===== src/design/gripper_admittance_impedance_loop_top_assert.svh =====
// Assertion macros for the gripper admittance/impedance loop
`ifndef GRIPPER_ADMITTANCE_IMPEDANCE_LOOP_TOP_ASSERT_SVH
`define GRIPPER_ADMITTANCE_IMPEDANCE_LOOP_TOP_ASSERT_SVH

// same-cycle implication
`define GAIL_ASSERT_NOW(lbl, clk, rst, ante, cons) \
   lbl: assert property (@(posedge clk) disable iff (rst) (ante) |-> (cons)) \
      else $error("gail assertion failed");

// next-cycle implication
`define GAIL_ASSERT_NEXT(lbl, clk, rst, ante, cons) \
   lbl: assert property (@(posedge clk) disable iff (rst) (ante) |=> (cons)) \
      else $error("gail assertion failed");

`endif


===== src/design/gail_pkg.sv =====
// ----------------------------------------------------------------------------
// gail_pkg
// Shared types, codes and helpers of the gripper admittance/impedance loop.
// ----------------------------------------------------------------------------
package gail_pkg;

   localparam int W = 32;

   typedef logic signed [W-1:0] q_type;
   typedef logic [2:0]          func_type;
   typedef logic [2:0]          csr_index_type;

   localparam func_type FUNC_MEAS    = 3'd0;
   localparam func_type FUNC_TICK    = 3'd1;
   localparam func_type FUNC_GRIP    = 3'd2;
   localparam func_type FUNC_RELEASE = 3'd3;

   localparam csr_index_type REG_K_ADM  = 3'd0;
   localparam csr_index_type REG_B_ADM  = 3'd1;
   localparam csr_index_type REG_IM_ADM = 3'd2;
   localparam csr_index_type REG_K_IMP  = 3'd3;
   localparam csr_index_type REG_B_IMP  = 3'd4;
   localparam csr_index_type REG_IM_IMP = 3'd5;
   localparam csr_index_type REG_DT     = 3'd6;
   localparam csr_index_type REG_THR    = 3'd7;

   localparam q_type       TARGET_OPEN   = 32'sd671089;
   localparam q_type       TARGET_CLOSED = 32'sd0;
   localparam logic [63:0] GOAL_LIMIT    = 64'd281474976710;
   localparam logic [30:0] DT_RESET      = 31'd335544;
   localparam q_type       THR_RESET     = -32'sd5033165;

   localparam logic       KIND_GOAL  = 1'b0;
   localparam logic       KIND_REPLY = 1'b1;

   typedef enum logic [1:0] {ST_IDLE, ST_MUL, ST_POST, ST_OUT} state_type;

   typedef enum logic [2:0] {
      PH_D, PH_KD, PH_BV, PH_IM, PH_DTV, PH_DTP, PH_SQ
   } phase_type;

   function automatic logic signed [65:0] sx66(input q_type x);
      return {{34{x[31]}}, x};
   endfunction

   function automatic logic signed [65:0] wx66(input logic signed [63:0] x);
      return {{2{x[63]}}, x};
   endfunction

   function automatic q_type sat66(input logic signed [65:0] x);
      if (x > 66'sd2147483647) return 32'sh7FFF_FFFF;
      else if (x < -66'sd2147483648) return 32'sh8000_0000;
      else return x[31:0];
   endfunction

   function automatic logic [31:0] mag(input q_type x);
      logic [31:0] u;
      u = x;
      return x[31] ? (~u + 32'd1) : u;
   endfunction

endpackage


===== src/design/gail_req_if.sv =====
// ----------------------------------------------------------------------------
// gail_req_if
// Request channel: measurement, tick and command words.
// ----------------------------------------------------------------------------
interface gail_req_if;
   import gail_pkg::*;
   logic     valid;
   logic     ready;
   func_type func;
   q_type    meas_pos_left;
   q_type    meas_pos_right;
   q_type    meas_eff_left;
   q_type    meas_eff_right;

   modport source (output valid, func, meas_pos_left, meas_pos_right,
                   meas_eff_left, meas_eff_right, input ready);
   modport sink   (input valid, func, meas_pos_left, meas_pos_right,
                   meas_eff_left, meas_eff_right, output ready);
endinterface


===== src/design/gail_rsp_if.sv =====
// ----------------------------------------------------------------------------
// gail_rsp_if
// Response channel: goal words and command replies.
// ----------------------------------------------------------------------------
interface gail_rsp_if;
   import gail_pkg::*;
   logic  valid;
   logic  ready;
   logic  kind;
   q_type goal_pos_left;
   q_type goal_pos_right;
   q_type goal_vel_left;
   q_type goal_vel_right;
   logic  reply_ok;

   modport source (output valid, kind, goal_pos_left, goal_pos_right,
                   goal_vel_left, goal_vel_right, reply_ok, input ready);
   modport sink   (input valid, kind, goal_pos_left, goal_pos_right,
                   goal_vel_left, goal_vel_right, reply_ok, output ready);
endinterface


===== src/design/gripper_admittance_impedance_loop_top.sv =====
// Measurements are registered on accept; a grip/release/unknown reply word is valid
// in the cycle after. A tick runs both fingers; goal word only if q > GOAL_LIMIT.
// Throughput set by the single bit-serial 32x32 multiplier, one bit per cycle.
// Measurements and ticks are taken while a response word still waits.
// Reset (synchronous, active high): gains 0, time step 0.02, threshold -0.3,
// admittance mode, target open, velocities and held measurements zero.
// ----------------------------------------------------------------------------
// gripper_admittance_impedance_loop_top
// Two-finger admittance/impedance controller with a shared serial multiplier.
// ----------------------------------------------------------------------------
module gripper_admittance_impedance_loop_top (
   input  logic                     clock,
   input  logic                     reset,
   gail_req_if.sink                 req_bus,
   gail_rsp_if.source               rsp_bus,
   input  logic                     csr_wr_en,
   input  gail_pkg::csr_index_type  csr_index,
   input  logic [31:0]              csr_wdata
);
   import gail_pkg::*;

   localparam logic [4:0] MUL_LAST = 5'(W - 1);

   // configuration
   logic [31:0] k_adm_ff, k_adm_in, b_adm_ff, b_adm_in, im_adm_ff, im_adm_in;
   logic [31:0] k_imp_ff, k_imp_in, b_imp_ff, b_imp_in, im_imp_ff, im_imp_in;
   logic [30:0] dt_ff, dt_in;
   q_type       thr_ff, thr_in;

   // controller state
   logic  imp_ff, imp_in, closing_ff, closing_in;
   q_type vel_l_ff, vel_l_in, vel_r_ff, vel_r_in;
   q_type pos_l_ff, pos_l_in, pos_r_ff, pos_r_in;
   q_type eff_l_ff, eff_l_in, eff_r_ff, eff_r_in;

   // sequencer
   state_type state_ff, state_in;
   phase_type ph_ff, ph_in;
   logic      fing_ff, fing_in;

   // serial multiplier: pp holds {partial, multiplier bits still to go}
   logic [31:0] mc_ff, mc_in;
   logic [63:0] pp_ff, pp_in;
   logic        neg_ff, neg_in;
   logic [4:0]  cnt_ff, cnt_in;

   // intermediates
   logic signed [65:0] acc_ff, acc_in;
   q_type              f_ff, f_in;
   logic [63:0]        q_ff, q_in;
   q_type              gp_l_ff, gp_l_in, gp_r_ff, gp_r_in;

   // response word register
   logic  rsp_v_ff, rsp_v_in, kind_ff, kind_in, ok_ff, ok_in;
   q_type o_pl_ff, o_pl_in, o_pr_ff, o_pr_in, o_vl_ff, o_vl_in, o_vr_ff, o_vr_in;

   logic               req_ready;
   logic               slot_free;
   logic [32:0]        mul_sum;
   logic signed [63:0] prod;
   logic signed [63:0] prod16, prod24;
   q_type              cur_pos, cur_eff, cur_vel;
   q_type              dif, fval, av, vn, gp, sv, tgt;
   logic [63:0]        qn;
   logic               launch;
   logic [31:0]        l_mc, l_mp;
   logic               l_neg;

   assign slot_free = !rsp_v_ff || rsp_bus.ready;
   assign req_ready = (state_ff == ST_IDLE) &&
                      (req_bus.func == FUNC_MEAS || req_bus.func == FUNC_TICK || slot_free);
   assign req_bus.ready = req_ready;

   assign cur_pos = fing_ff ? pos_r_ff : pos_l_ff;
   assign cur_eff = fing_ff ? eff_r_ff : eff_l_ff;
   assign cur_vel = fing_ff ? vel_r_ff : vel_l_ff;

   // signed product and its floored shifts
   assign prod    = neg_ff ? -$signed(pp_ff) : $signed(pp_ff);
   assign prod16  = prod >>> 16;
   assign prod24  = prod >>> 24;
   assign mul_sum = {1'b0, pp_ff[63:32]} + (pp_ff[0] ? {1'b0, mc_ff} : 33'd0);

   always_comb begin
      k_adm_in = k_adm_ff; b_adm_in = b_adm_ff; im_adm_in = im_adm_ff;
      k_imp_in = k_imp_ff; b_imp_in = b_imp_ff; im_imp_in = im_imp_ff;
      dt_in = dt_ff; thr_in = thr_ff;
      imp_in = imp_ff; closing_in = closing_ff;
      vel_l_in = vel_l_ff; vel_r_in = vel_r_ff;
      pos_l_in = pos_l_ff; pos_r_in = pos_r_ff;
      eff_l_in = eff_l_ff; eff_r_in = eff_r_ff;
      state_in = state_ff; ph_in = ph_ff; fing_in = fing_ff;
      mc_in = mc_ff; pp_in = pp_ff; neg_in = neg_ff; cnt_in = cnt_ff;
      acc_in = acc_ff; f_in = f_ff; q_in = q_ff; gp_l_in = gp_l_ff; gp_r_in = gp_r_ff;
      rsp_v_in = rsp_v_ff && !rsp_bus.ready;
      kind_in = kind_ff; ok_in = ok_ff;
      o_pl_in = o_pl_ff; o_pr_in = o_pr_ff; o_vl_in = o_vl_ff; o_vr_in = o_vr_ff;
      launch = 1'b0; l_mc = '0; l_mp = '0; l_neg = 1'b0;
      tgt  = closing_ff ? TARGET_CLOSED : TARGET_OPEN;
      dif  = sat66(sx66(cur_pos) - sx66(tgt));
      fval = sat66(acc_ff - wx66(prod16));
      av   = sat66(wx66(prod16));
      vn   = sat66(sx66(cur_vel) + wx66(prod24));
      gp   = sat66(sx66(cur_pos) + wx66(prod24));
      sv   = sat66(sx66(f_ff) + sx66(cur_eff));
      qn   = q_ff + pp_ff;

      if (csr_wr_en) begin
         unique case (csr_index)
            REG_K_ADM:  k_adm_in  = csr_wdata;
            REG_B_ADM:  b_adm_in  = csr_wdata;
            REG_IM_ADM: im_adm_in = csr_wdata;
            REG_K_IMP:  k_imp_in  = csr_wdata;
            REG_B_IMP:  b_imp_in  = csr_wdata;
            REG_IM_IMP: im_imp_in = csr_wdata;
            REG_DT:     dt_in     = csr_wdata[30:0];
            REG_THR:    thr_in    = csr_wdata;
            default:    ;
         endcase
      end

      unique case (state_ff)
         ST_IDLE: begin
            if (req_bus.valid && req_ready) begin
               if (req_bus.func == FUNC_MEAS) begin
                  pos_l_in = req_bus.meas_pos_left;
                  pos_r_in = req_bus.meas_pos_right;
                  eff_l_in = req_bus.meas_eff_left;
                  eff_r_in = req_bus.meas_eff_right;
                  if (req_bus.meas_eff_left < thr_ff || req_bus.meas_eff_right < thr_ff)
                     imp_in = 1'b1;
               end else if (req_bus.func == FUNC_TICK) begin
                  state_in = ST_POST;
                  ph_in    = PH_D;
                  fing_in  = 1'b0;
                  q_in     = '0;
               end else begin
                  // command reply word
                  rsp_v_in = 1'b1;
                  kind_in  = KIND_REPLY;
                  o_pl_in = '0; o_pr_in = '0; o_vl_in = '0; o_vr_in = '0;
                  ok_in    = 1'b0;
                  if (req_bus.func == FUNC_GRIP || req_bus.func == FUNC_RELEASE) begin
                     closing_in = (req_bus.func == FUNC_GRIP);
                     imp_in     = 1'b0;
                     ok_in      = 1'b1;
                  end
               end
            end
         end
         ST_MUL: begin
            pp_in  = {mul_sum, pp_ff[31:1]};
            cnt_in = cnt_ff + 5'd1;
            if (cnt_ff == MUL_LAST) state_in = ST_POST;
         end
         ST_POST: begin
            unique case (ph_ff)
               PH_D: begin
                  launch = 1'b1; l_mc = imp_ff ? k_imp_ff : k_adm_ff;
                  l_mp = mag(dif); l_neg = dif[31]; ph_in = PH_KD;
               end
               PH_KD: begin
                  acc_in = -sx66(cur_eff) - wx66(prod16);
                  launch = 1'b1; l_mc = imp_ff ? b_imp_ff : b_adm_ff;
                  l_mp = mag(cur_vel); l_neg = cur_vel[31]; ph_in = PH_BV;
               end
               PH_BV: begin
                  f_in = fval;
                  launch = 1'b1; l_mc = imp_ff ? im_imp_ff : im_adm_ff;
                  l_mp = mag(fval); l_neg = fval[31]; ph_in = PH_IM;
               end
               PH_IM: begin
                  launch = 1'b1; l_mc = {1'b0, dt_ff};
                  l_mp = mag(av); l_neg = av[31]; ph_in = PH_DTV;
               end
               PH_DTV: begin
                  // new velocity is kept whether or not a goal goes out
                  if (fing_ff) vel_r_in = vn;
                  else         vel_l_in = vn;
                  launch = 1'b1; l_mc = {1'b0, dt_ff};
                  l_mp = mag(vn); l_neg = vn[31]; ph_in = PH_DTP;
               end
               PH_DTP: begin
                  if (fing_ff) gp_r_in = gp;
                  else         gp_l_in = gp;
                  launch = 1'b1; l_mc = mag(sv);
                  l_mp = mag(sv); l_neg = 1'b0; ph_in = PH_SQ;
               end
               PH_SQ: begin
                  q_in = qn;
                  if (!fing_ff) begin
                     fing_in = 1'b1;
                     ph_in   = PH_D;
                  end else begin
                     fing_in  = 1'b0;
                     state_in = (qn > GOAL_LIMIT) ? ST_OUT : ST_IDLE;
                  end
               end
               default: state_in = ST_IDLE;
            endcase
         end
         ST_OUT: begin
            if (slot_free) begin
               rsp_v_in = 1'b1;
               kind_in  = KIND_GOAL;
               o_pl_in  = gp_l_ff;
               o_pr_in  = gp_r_ff;
               o_vl_in  = vel_l_ff;
               o_vr_in  = vel_r_ff;
               ok_in    = 1'b0;
               state_in = ST_IDLE;
            end
         end
         default: state_in = ST_IDLE;
      endcase

      if (launch) begin
         mc_in    = l_mc;
         pp_in    = {32'd0, l_mp};
         neg_in   = l_neg;
         cnt_in   = '0;
         state_in = ST_MUL;
      end
   end

   always_ff @(posedge clock) begin
      if (reset) begin
         k_adm_ff <= '0; b_adm_ff <= '0; im_adm_ff <= '0;
         k_imp_ff <= '0; b_imp_ff <= '0; im_imp_ff <= '0;
         dt_ff <= DT_RESET; thr_ff <= THR_RESET;
         imp_ff <= 1'b0; closing_ff <= 1'b0;
         vel_l_ff <= '0; vel_r_ff <= '0;
         pos_l_ff <= '0; pos_r_ff <= '0;
         eff_l_ff <= '0; eff_r_ff <= '0;
         state_ff <= ST_IDLE; ph_ff <= PH_D; fing_ff <= 1'b0;
         cnt_ff <= '0; rsp_v_ff <= 1'b0;
      end else begin
         k_adm_ff <= k_adm_in; b_adm_ff <= b_adm_in; im_adm_ff <= im_adm_in;
         k_imp_ff <= k_imp_in; b_imp_ff <= b_imp_in; im_imp_ff <= im_imp_in;
         dt_ff <= dt_in; thr_ff <= thr_in;
         imp_ff <= imp_in; closing_ff <= closing_in;
         vel_l_ff <= vel_l_in; vel_r_ff <= vel_r_in;
         pos_l_ff <= pos_l_in; pos_r_ff <= pos_r_in;
         eff_l_ff <= eff_l_in; eff_r_ff <= eff_r_in;
         state_ff <= state_in; ph_ff <= ph_in; fing_ff <= fing_in;
         cnt_ff <= cnt_in; rsp_v_ff <= rsp_v_in;
      end
   end

   // payload registers
   always_ff @(posedge clock) begin
      mc_ff <= mc_in; pp_ff <= pp_in; neg_ff <= neg_in;
      acc_ff <= acc_in; f_ff <= f_in; q_ff <= q_in;
      gp_l_ff <= gp_l_in; gp_r_ff <= gp_r_in;
      kind_ff <= kind_in; ok_ff <= ok_in;
      o_pl_ff <= o_pl_in; o_pr_ff <= o_pr_in; o_vl_ff <= o_vl_in; o_vr_ff <= o_vr_in;
   end

   assign rsp_bus.valid          = rsp_v_ff;
   assign rsp_bus.kind           = kind_ff;
   assign rsp_bus.goal_pos_left  = o_pl_ff;
   assign rsp_bus.goal_pos_right = o_pr_ff;
   assign rsp_bus.goal_vel_left  = o_vl_ff;
   assign rsp_bus.goal_vel_right = o_vr_ff;
   assign rsp_bus.reply_ok       = ok_ff;

`include "gripper_admittance_impedance_loop_top_assert.svh"

   `GAIL_ASSERT_NOW(a_busy_no_take, clock, reset, state_ff != ST_IDLE, !req_bus.ready)
   `GAIL_ASSERT_NEXT(a_mul_runs, clock, reset, state_ff == ST_MUL && cnt_ff != MUL_LAST, state_ff == ST_MUL)
   `GAIL_ASSERT_NOW(a_goal_not_ok, clock, reset, rsp_v_ff && kind_ff == KIND_GOAL, !ok_ff)
   `GAIL_ASSERT_NOW(a_right_busy, clock, reset, fing_ff, state_ff == ST_MUL || state_ff == ST_POST)

endmodule

===== src/flat_wrapper.sv =====
// flat-port wrapper written by rule: the top's interface ports become plain ports
module gripper_admittance_impedance_loop_top_flat import gail_pkg::*;
  (clock, reset, csr_wr_en, csr_index, csr_wdata, req_bus_valid, req_bus_func, req_bus_meas_pos_left, req_bus_meas_pos_right, req_bus_meas_eff_left, req_bus_meas_eff_right, req_bus_ready, rsp_bus_valid, rsp_bus_kind, rsp_bus_goal_pos_left, rsp_bus_goal_pos_right, rsp_bus_goal_vel_left, rsp_bus_goal_vel_right, rsp_bus_reply_ok, rsp_bus_ready);
  gail_req_if req_bus_i ();
  gail_rsp_if rsp_bus_i ();
  input  logic clock;
  input  logic reset;
  input  logic csr_wr_en;
  input  gail_pkg::csr_index_type csr_index;
  input  logic [31:0] csr_wdata;
  input wire logic [$bits(req_bus_i.valid)-1:0] req_bus_valid;
  input wire logic [$bits(req_bus_i.func)-1:0] req_bus_func;
  input wire logic [$bits(req_bus_i.meas_pos_left)-1:0] req_bus_meas_pos_left;
  input wire logic [$bits(req_bus_i.meas_pos_right)-1:0] req_bus_meas_pos_right;
  input wire logic [$bits(req_bus_i.meas_eff_left)-1:0] req_bus_meas_eff_left;
  input wire logic [$bits(req_bus_i.meas_eff_right)-1:0] req_bus_meas_eff_right;
  output wire logic [$bits(req_bus_i.ready)-1:0] req_bus_ready;
  output wire logic [$bits(rsp_bus_i.valid)-1:0] rsp_bus_valid;
  output wire logic [$bits(rsp_bus_i.kind)-1:0] rsp_bus_kind;
  output wire logic [$bits(rsp_bus_i.goal_pos_left)-1:0] rsp_bus_goal_pos_left;
  output wire logic [$bits(rsp_bus_i.goal_pos_right)-1:0] rsp_bus_goal_pos_right;
  output wire logic [$bits(rsp_bus_i.goal_vel_left)-1:0] rsp_bus_goal_vel_left;
  output wire logic [$bits(rsp_bus_i.goal_vel_right)-1:0] rsp_bus_goal_vel_right;
  output wire logic [$bits(rsp_bus_i.reply_ok)-1:0] rsp_bus_reply_ok;
  input wire logic [$bits(rsp_bus_i.ready)-1:0] rsp_bus_ready;
  assign req_bus_i.valid = req_bus_valid;
  assign req_bus_i.func = req_bus_func;
  assign req_bus_i.meas_pos_left = req_bus_meas_pos_left;
  assign req_bus_i.meas_pos_right = req_bus_meas_pos_right;
  assign req_bus_i.meas_eff_left = req_bus_meas_eff_left;
  assign req_bus_i.meas_eff_right = req_bus_meas_eff_right;
  assign req_bus_ready = req_bus_i.ready;
  assign rsp_bus_valid = rsp_bus_i.valid;
  assign rsp_bus_kind = rsp_bus_i.kind;
  assign rsp_bus_goal_pos_left = rsp_bus_i.goal_pos_left;
  assign rsp_bus_goal_pos_right = rsp_bus_i.goal_pos_right;
  assign rsp_bus_goal_vel_left = rsp_bus_i.goal_vel_left;
  assign rsp_bus_goal_vel_right = rsp_bus_i.goal_vel_right;
  assign rsp_bus_reply_ok = rsp_bus_i.reply_ok;
  assign rsp_bus_i.ready = rsp_bus_ready;
  gripper_admittance_impedance_loop_top u_core (.clock(clock), .reset(reset), .req_bus(req_bus_i), .rsp_bus(rsp_bus_i), .csr_wr_en(csr_wr_en), .csr_index(csr_index), .csr_wdata(csr_wdata));
endmodule

===== config.mk =====
export PLATFORM = sky130hd
export DESIGN_NAME = gripper_admittance_impedance_loop_top_flat
export DESIGN_NICKNAME = d
export VERILOG_FILES = /design/src/design/gail_pkg.sv /design/src/design/gail_req_if.sv /design/src/design/gail_rsp_if.sv /design/src/design/gripper_admittance_impedance_loop_top.sv /design/src/flat_wrapper.sv
export VERILOG_INCLUDE_DIRS = /design/src /design/src/design
export SDC_FILE = /design/constraint.sdc
export NUM_CORES = 2
export LEC_CHECK = 0
export BUFFER_PORTS_ARGS = -buffer_cell sky130_fd_sc_hd__clkbuf_2
export CAP_MARGIN = 15
export CORE_MARGIN = 3
export CORE_UTILIZATION = 45
export DETAILED_ROUTE_END_ITERATION = 6
export PLACE_DENSITY = 0.73
export SLEW_MARGIN = 10
export SYNTH_ARGS = -nofsm -noshare
export SYNTH_HDL_FRONTEND = slang
export SYNTH_SLANG_ARGS = --single-unit
export TNS_END_PERCENT = 20

===== constraint.sdc =====
create_clock -name clock -period 16.5 [get_ports clock]
set_input_delay 1.65 -clock clock [delete_from_list [all_inputs] [get_ports clock]]
set_output_delay 1.65 -clock clock [all_outputs]
set_load 0.05 [all_outputs]

==> flow_metrics.py <==
metrics = {
    "run_status": {
        "status": "complete, no violations",
    },
    "route": {
        "drt-initial-drc-count": 7378,
        "num_vias": 61365,
        "drt_drc_violations_left": 0,
        "ant_nets": 0,
        "wirelength_mm": 256,
        "drt_first_pass_iters": 6,
        "wl_per_cell_microns": 26.0,
        "vias_per_cell": 6.24,
    },
    "floorplan": {
        "die_x_microns": 383,
        "initial_utilization_pct": 45.6,
        "die_y_microns": 383,
        "rows": 137,
        "io_pins": 303,
        "core_area_sq_um": 140000,
        "dieArea_sq_um": 147000,
    },
    "yosys": {
        "synth_area_per_cell_sq_um": 8.28,
        "syn_nets": 8287,
        "synth_area_sq_um": 64000,
        "synth-seq-cells": 914,
        "yosysSeqAreaShare_pct": 35.2,
        "synth_cell_types": 119,
        "yosys_warnings": 0,
        "syn_inst": 7731,
        "synth_flop_cell": "dfxtp_1",
        "synth_edf_count": 421,
        "synth_async_sr_flop_share_pct": 0,
    },
    "clock_tree": {
        "cts_num_sinks": 914,
        "clk_latency_ns": 0.77,
        "cts_hold_buf": 0,
        "cts_setup_buffers": 0,
        "htree_levels": 3,
        "cts_inserted_buffers": 101,
        "cts_buffer_depth": 3,
        "cts_tree": "done",
        "cts_resized": 0,
        "clk_pin_slew_ns": 0.07,
        "clockRootBuffer": "clkbuf_16",
    },
    "grt": {
        "antenna_found_initial": 25,
        "grt_max_degree": 121,
        "grt_pass1_vias": 56972,
        "grt_use_total_pct": 33.4,
        "grt_pass1_wl_mm": 370,
        "grt_overflow": 0,
    },
    "final_layout": {
        "final_cell_mix": "nand2_1 (1133), a21oi_1 (876), nor2_1 (570)",
        "largest_reg_flops": 66,
        "syn2layout_area_growth_pct": 11.4,
        "stdcell_area_sq_um": 71300,
        "drive_gt1_share_pct": 10.6,
        "nNetsFinal": 8404,
        "n_fill_cell": 13091,
        "regMostFlops": "u_core.acc_ff",
        "layout_commonest_cell": "nand2_1",
        "largestRegisters": "u_core.acc_ff: 66 flops, u_core.pp_ff: 64 flops, u_core.q_ff: 64 flops",
    },
    "power_and_ir_drop": {
        "total_power_mw": 15.1,
        "irDropWorstVdd_uv": 168,
        "p_leak_nw": 27.4,
        "power.density_nw_per_um2": 212,
    },
    "critical_path": {
        "reg2reg_to": "u_core.pp_ff[20]",
        "cp_slowest_stage_delay_ns": 0.87,
        "critPathSlowestCell": "or4_1",
        "startpoint_type": "register",
        "r2r_cells": 41,
        "r2r-start": "u_core.pp_ff[11]",
        "crit_type": "reg -> reg",
        "end_kind": "register",
        "worstSetupStartpoint": "u_core.pp_ff[11]",
        "crit_required_ns": 16.98,
        "cp_max_fo": 34,
        "r2r_setup_slack_ns": 4.76,
        "cp.arrival_ns": 12.22,
    },
    "min_path": {
        "min_from": "u_core.im_adm_ff[20]",
        "hp-class": "reg -> reg",
        "hold_end": "u_core.im_adm_ff[20]",
        "hold_depth": 2,
    },
    "run": {
        "drv_cap": 0,
    },
    "timing": {
        "setup_tns_ns": 0,
        "drv_slew": 0,
        "finalCriticalPeriod_ns": 11.74,
        "grt_setup_unrepaired": "false",
        "min_period_over_period_pct": 71.1,
        "tightest_slew_ns": 1.36,
        "skew_ns": 0.0655,
        "hold_viol": 0,
        "max_slew_margin_pct": 6.96,
        "finalSetupViolations": 0,
        "fmax_mhz": 85.2,
    },
    "placement": {
        "gp_congestion": 1.10,
        "dpl.hpwl_mm": 194,
        "port-buffer-count": 302,
        "dpl_cell_area_sq_um": 67600,
    },
}
per-layer routing:
layer / GRT usage [%] / share of wire, % / routed length (microns)
met3: 9.43 / 11 / 27600
met5: 0 / 0.038 / 97
met1: 42.5 / 39 / 101000
met4: 19.8 / 6.6 / 17000
met2: 50.4 / 43 / 111000
cell families (layout without fill, tap and decap cells):
family / Yosys count / after routing / synth area share [%]
and+or+nand+nor: 2748 / 2748 / 20.1
other: 0 / 21 / 0
adders and majority gates: 444 / 444 / 8.51
DFF: 914 / 914 / 35.2
muxes: 171 / 171 / 2.77
buffers and inverters: 742 / 946 / 4.52
AOI/OAI and AO/OA: 2182 / 2182 / 21.5
xor gates and xnor gates: 530 / 530 / 7.51
cell type report:
type / instances / area (sq um) / area share, %
antenna: 21 / 52.6 / 0.0737
clock buffer: 144 / 2990 / 4.19
clock inverter: 46 / 617 / 0.865
inverter: 302 / 1140 / 1.59
multi-input combinational: 6075 / 39000 / 54.7
sequential: 914 / 22500 / 31.6
tap: 1876 / 2350 / 3.29
timing repair buffer: 454 / 2670 / 3.74
power breakdown:
part | internal (mW) | leakage [nW] | switching, mW
logic | 2.94 | 17.7 | 6.41
clock network | 1.42 | 1.75 | 1.04
registers | 3.03 | 7.97 | 0.283
synthesized netlist by cell type (37+ instances only):
cell	number	share of area (%)
a211oi_1	106	1.2
a21o_1	115	1.3
a21oi_1	878	6.9
a221oi_1	86	1.2
a22oi_1	49	0.57
a31oi_1	77	0.75
and2_1	244	2.4
and3_1	40	0.39
clkbuf_1	359	2.1
dfxtp_1	493	15
edfxtp_1	421	20
ha_1	380	7.4
inv_1	292	1.7
maj3_1	58	0.91
mux2_2	37	0.65
mux2i_1	133	2.1
nand2_1	1139	6.7
nand2b_1	81	0.79
nand3_1	112	0.88
nand3b_1	44	0.52
nand4_1	64	0.63
nor2_1	584	3.4
nor2b_1	78	0.76
nor3_1	157	1.2
o211ai_1	46	0.54
o21a_1	55	0.65
o21ai_0	355	2.8
o21bai_1	40	0.47
o31ai_1	52	0.61
or2_2	43	0.42
or3_1	43	0.42
xnor2_1	322	4.4
xor2_1	196	2.7
worst max path at each step:
stage,endpoint,slack (ns),cells after the start
6_report,u_core.pp_ff[20],4.76,41
5_1_grt,u_core.pp_ff[20],4.12,40
4_1_cts,u_core.pp_ff[20],5.13,41
3_5_place_dp,u_core.pp_ff[20],5.24,41
3_3_place_gp,u_core.pp_ff[20],5.20,41
2_1_floorplan,u_core.pp_ff[24],5.99,42
metrics by stage:
| stage | hold slack [ns] | setup slack [ns] | cells | util, % |
|---|---|---|---|---|
| finish | 0.452 | 4.76 | 9832 | 50.8 |
| global placement | 0.439 | 5.20 | 9617 | 48.2 |
| global route | 0.467 | 4.12 | 9814 | 50.8 |
| CTS | 0.453 | 5.13 | 9807 | 50.7 |
| detailed placement | 0.444 | 5.24 | 9617 | 48.2 |
| floorplan | 0.433 | 5.99 | 7731 | - |
critical path: cells and delay by family (launching register included):
kind | cells | cell delay [ns]
AND/OR/NAND/NOR | 15 | 4.35
AO/OA/AOI/OAI | 15 | 3.20
buffers and inverters | 6 | 1.85
adder cells (fa/ha/maj) | 2 | 0.84
XOR/XNOR | 3 | 0.69
flip-flops | 1 | 0.45
Note: power is estimated with default switching activity, not from simulation.
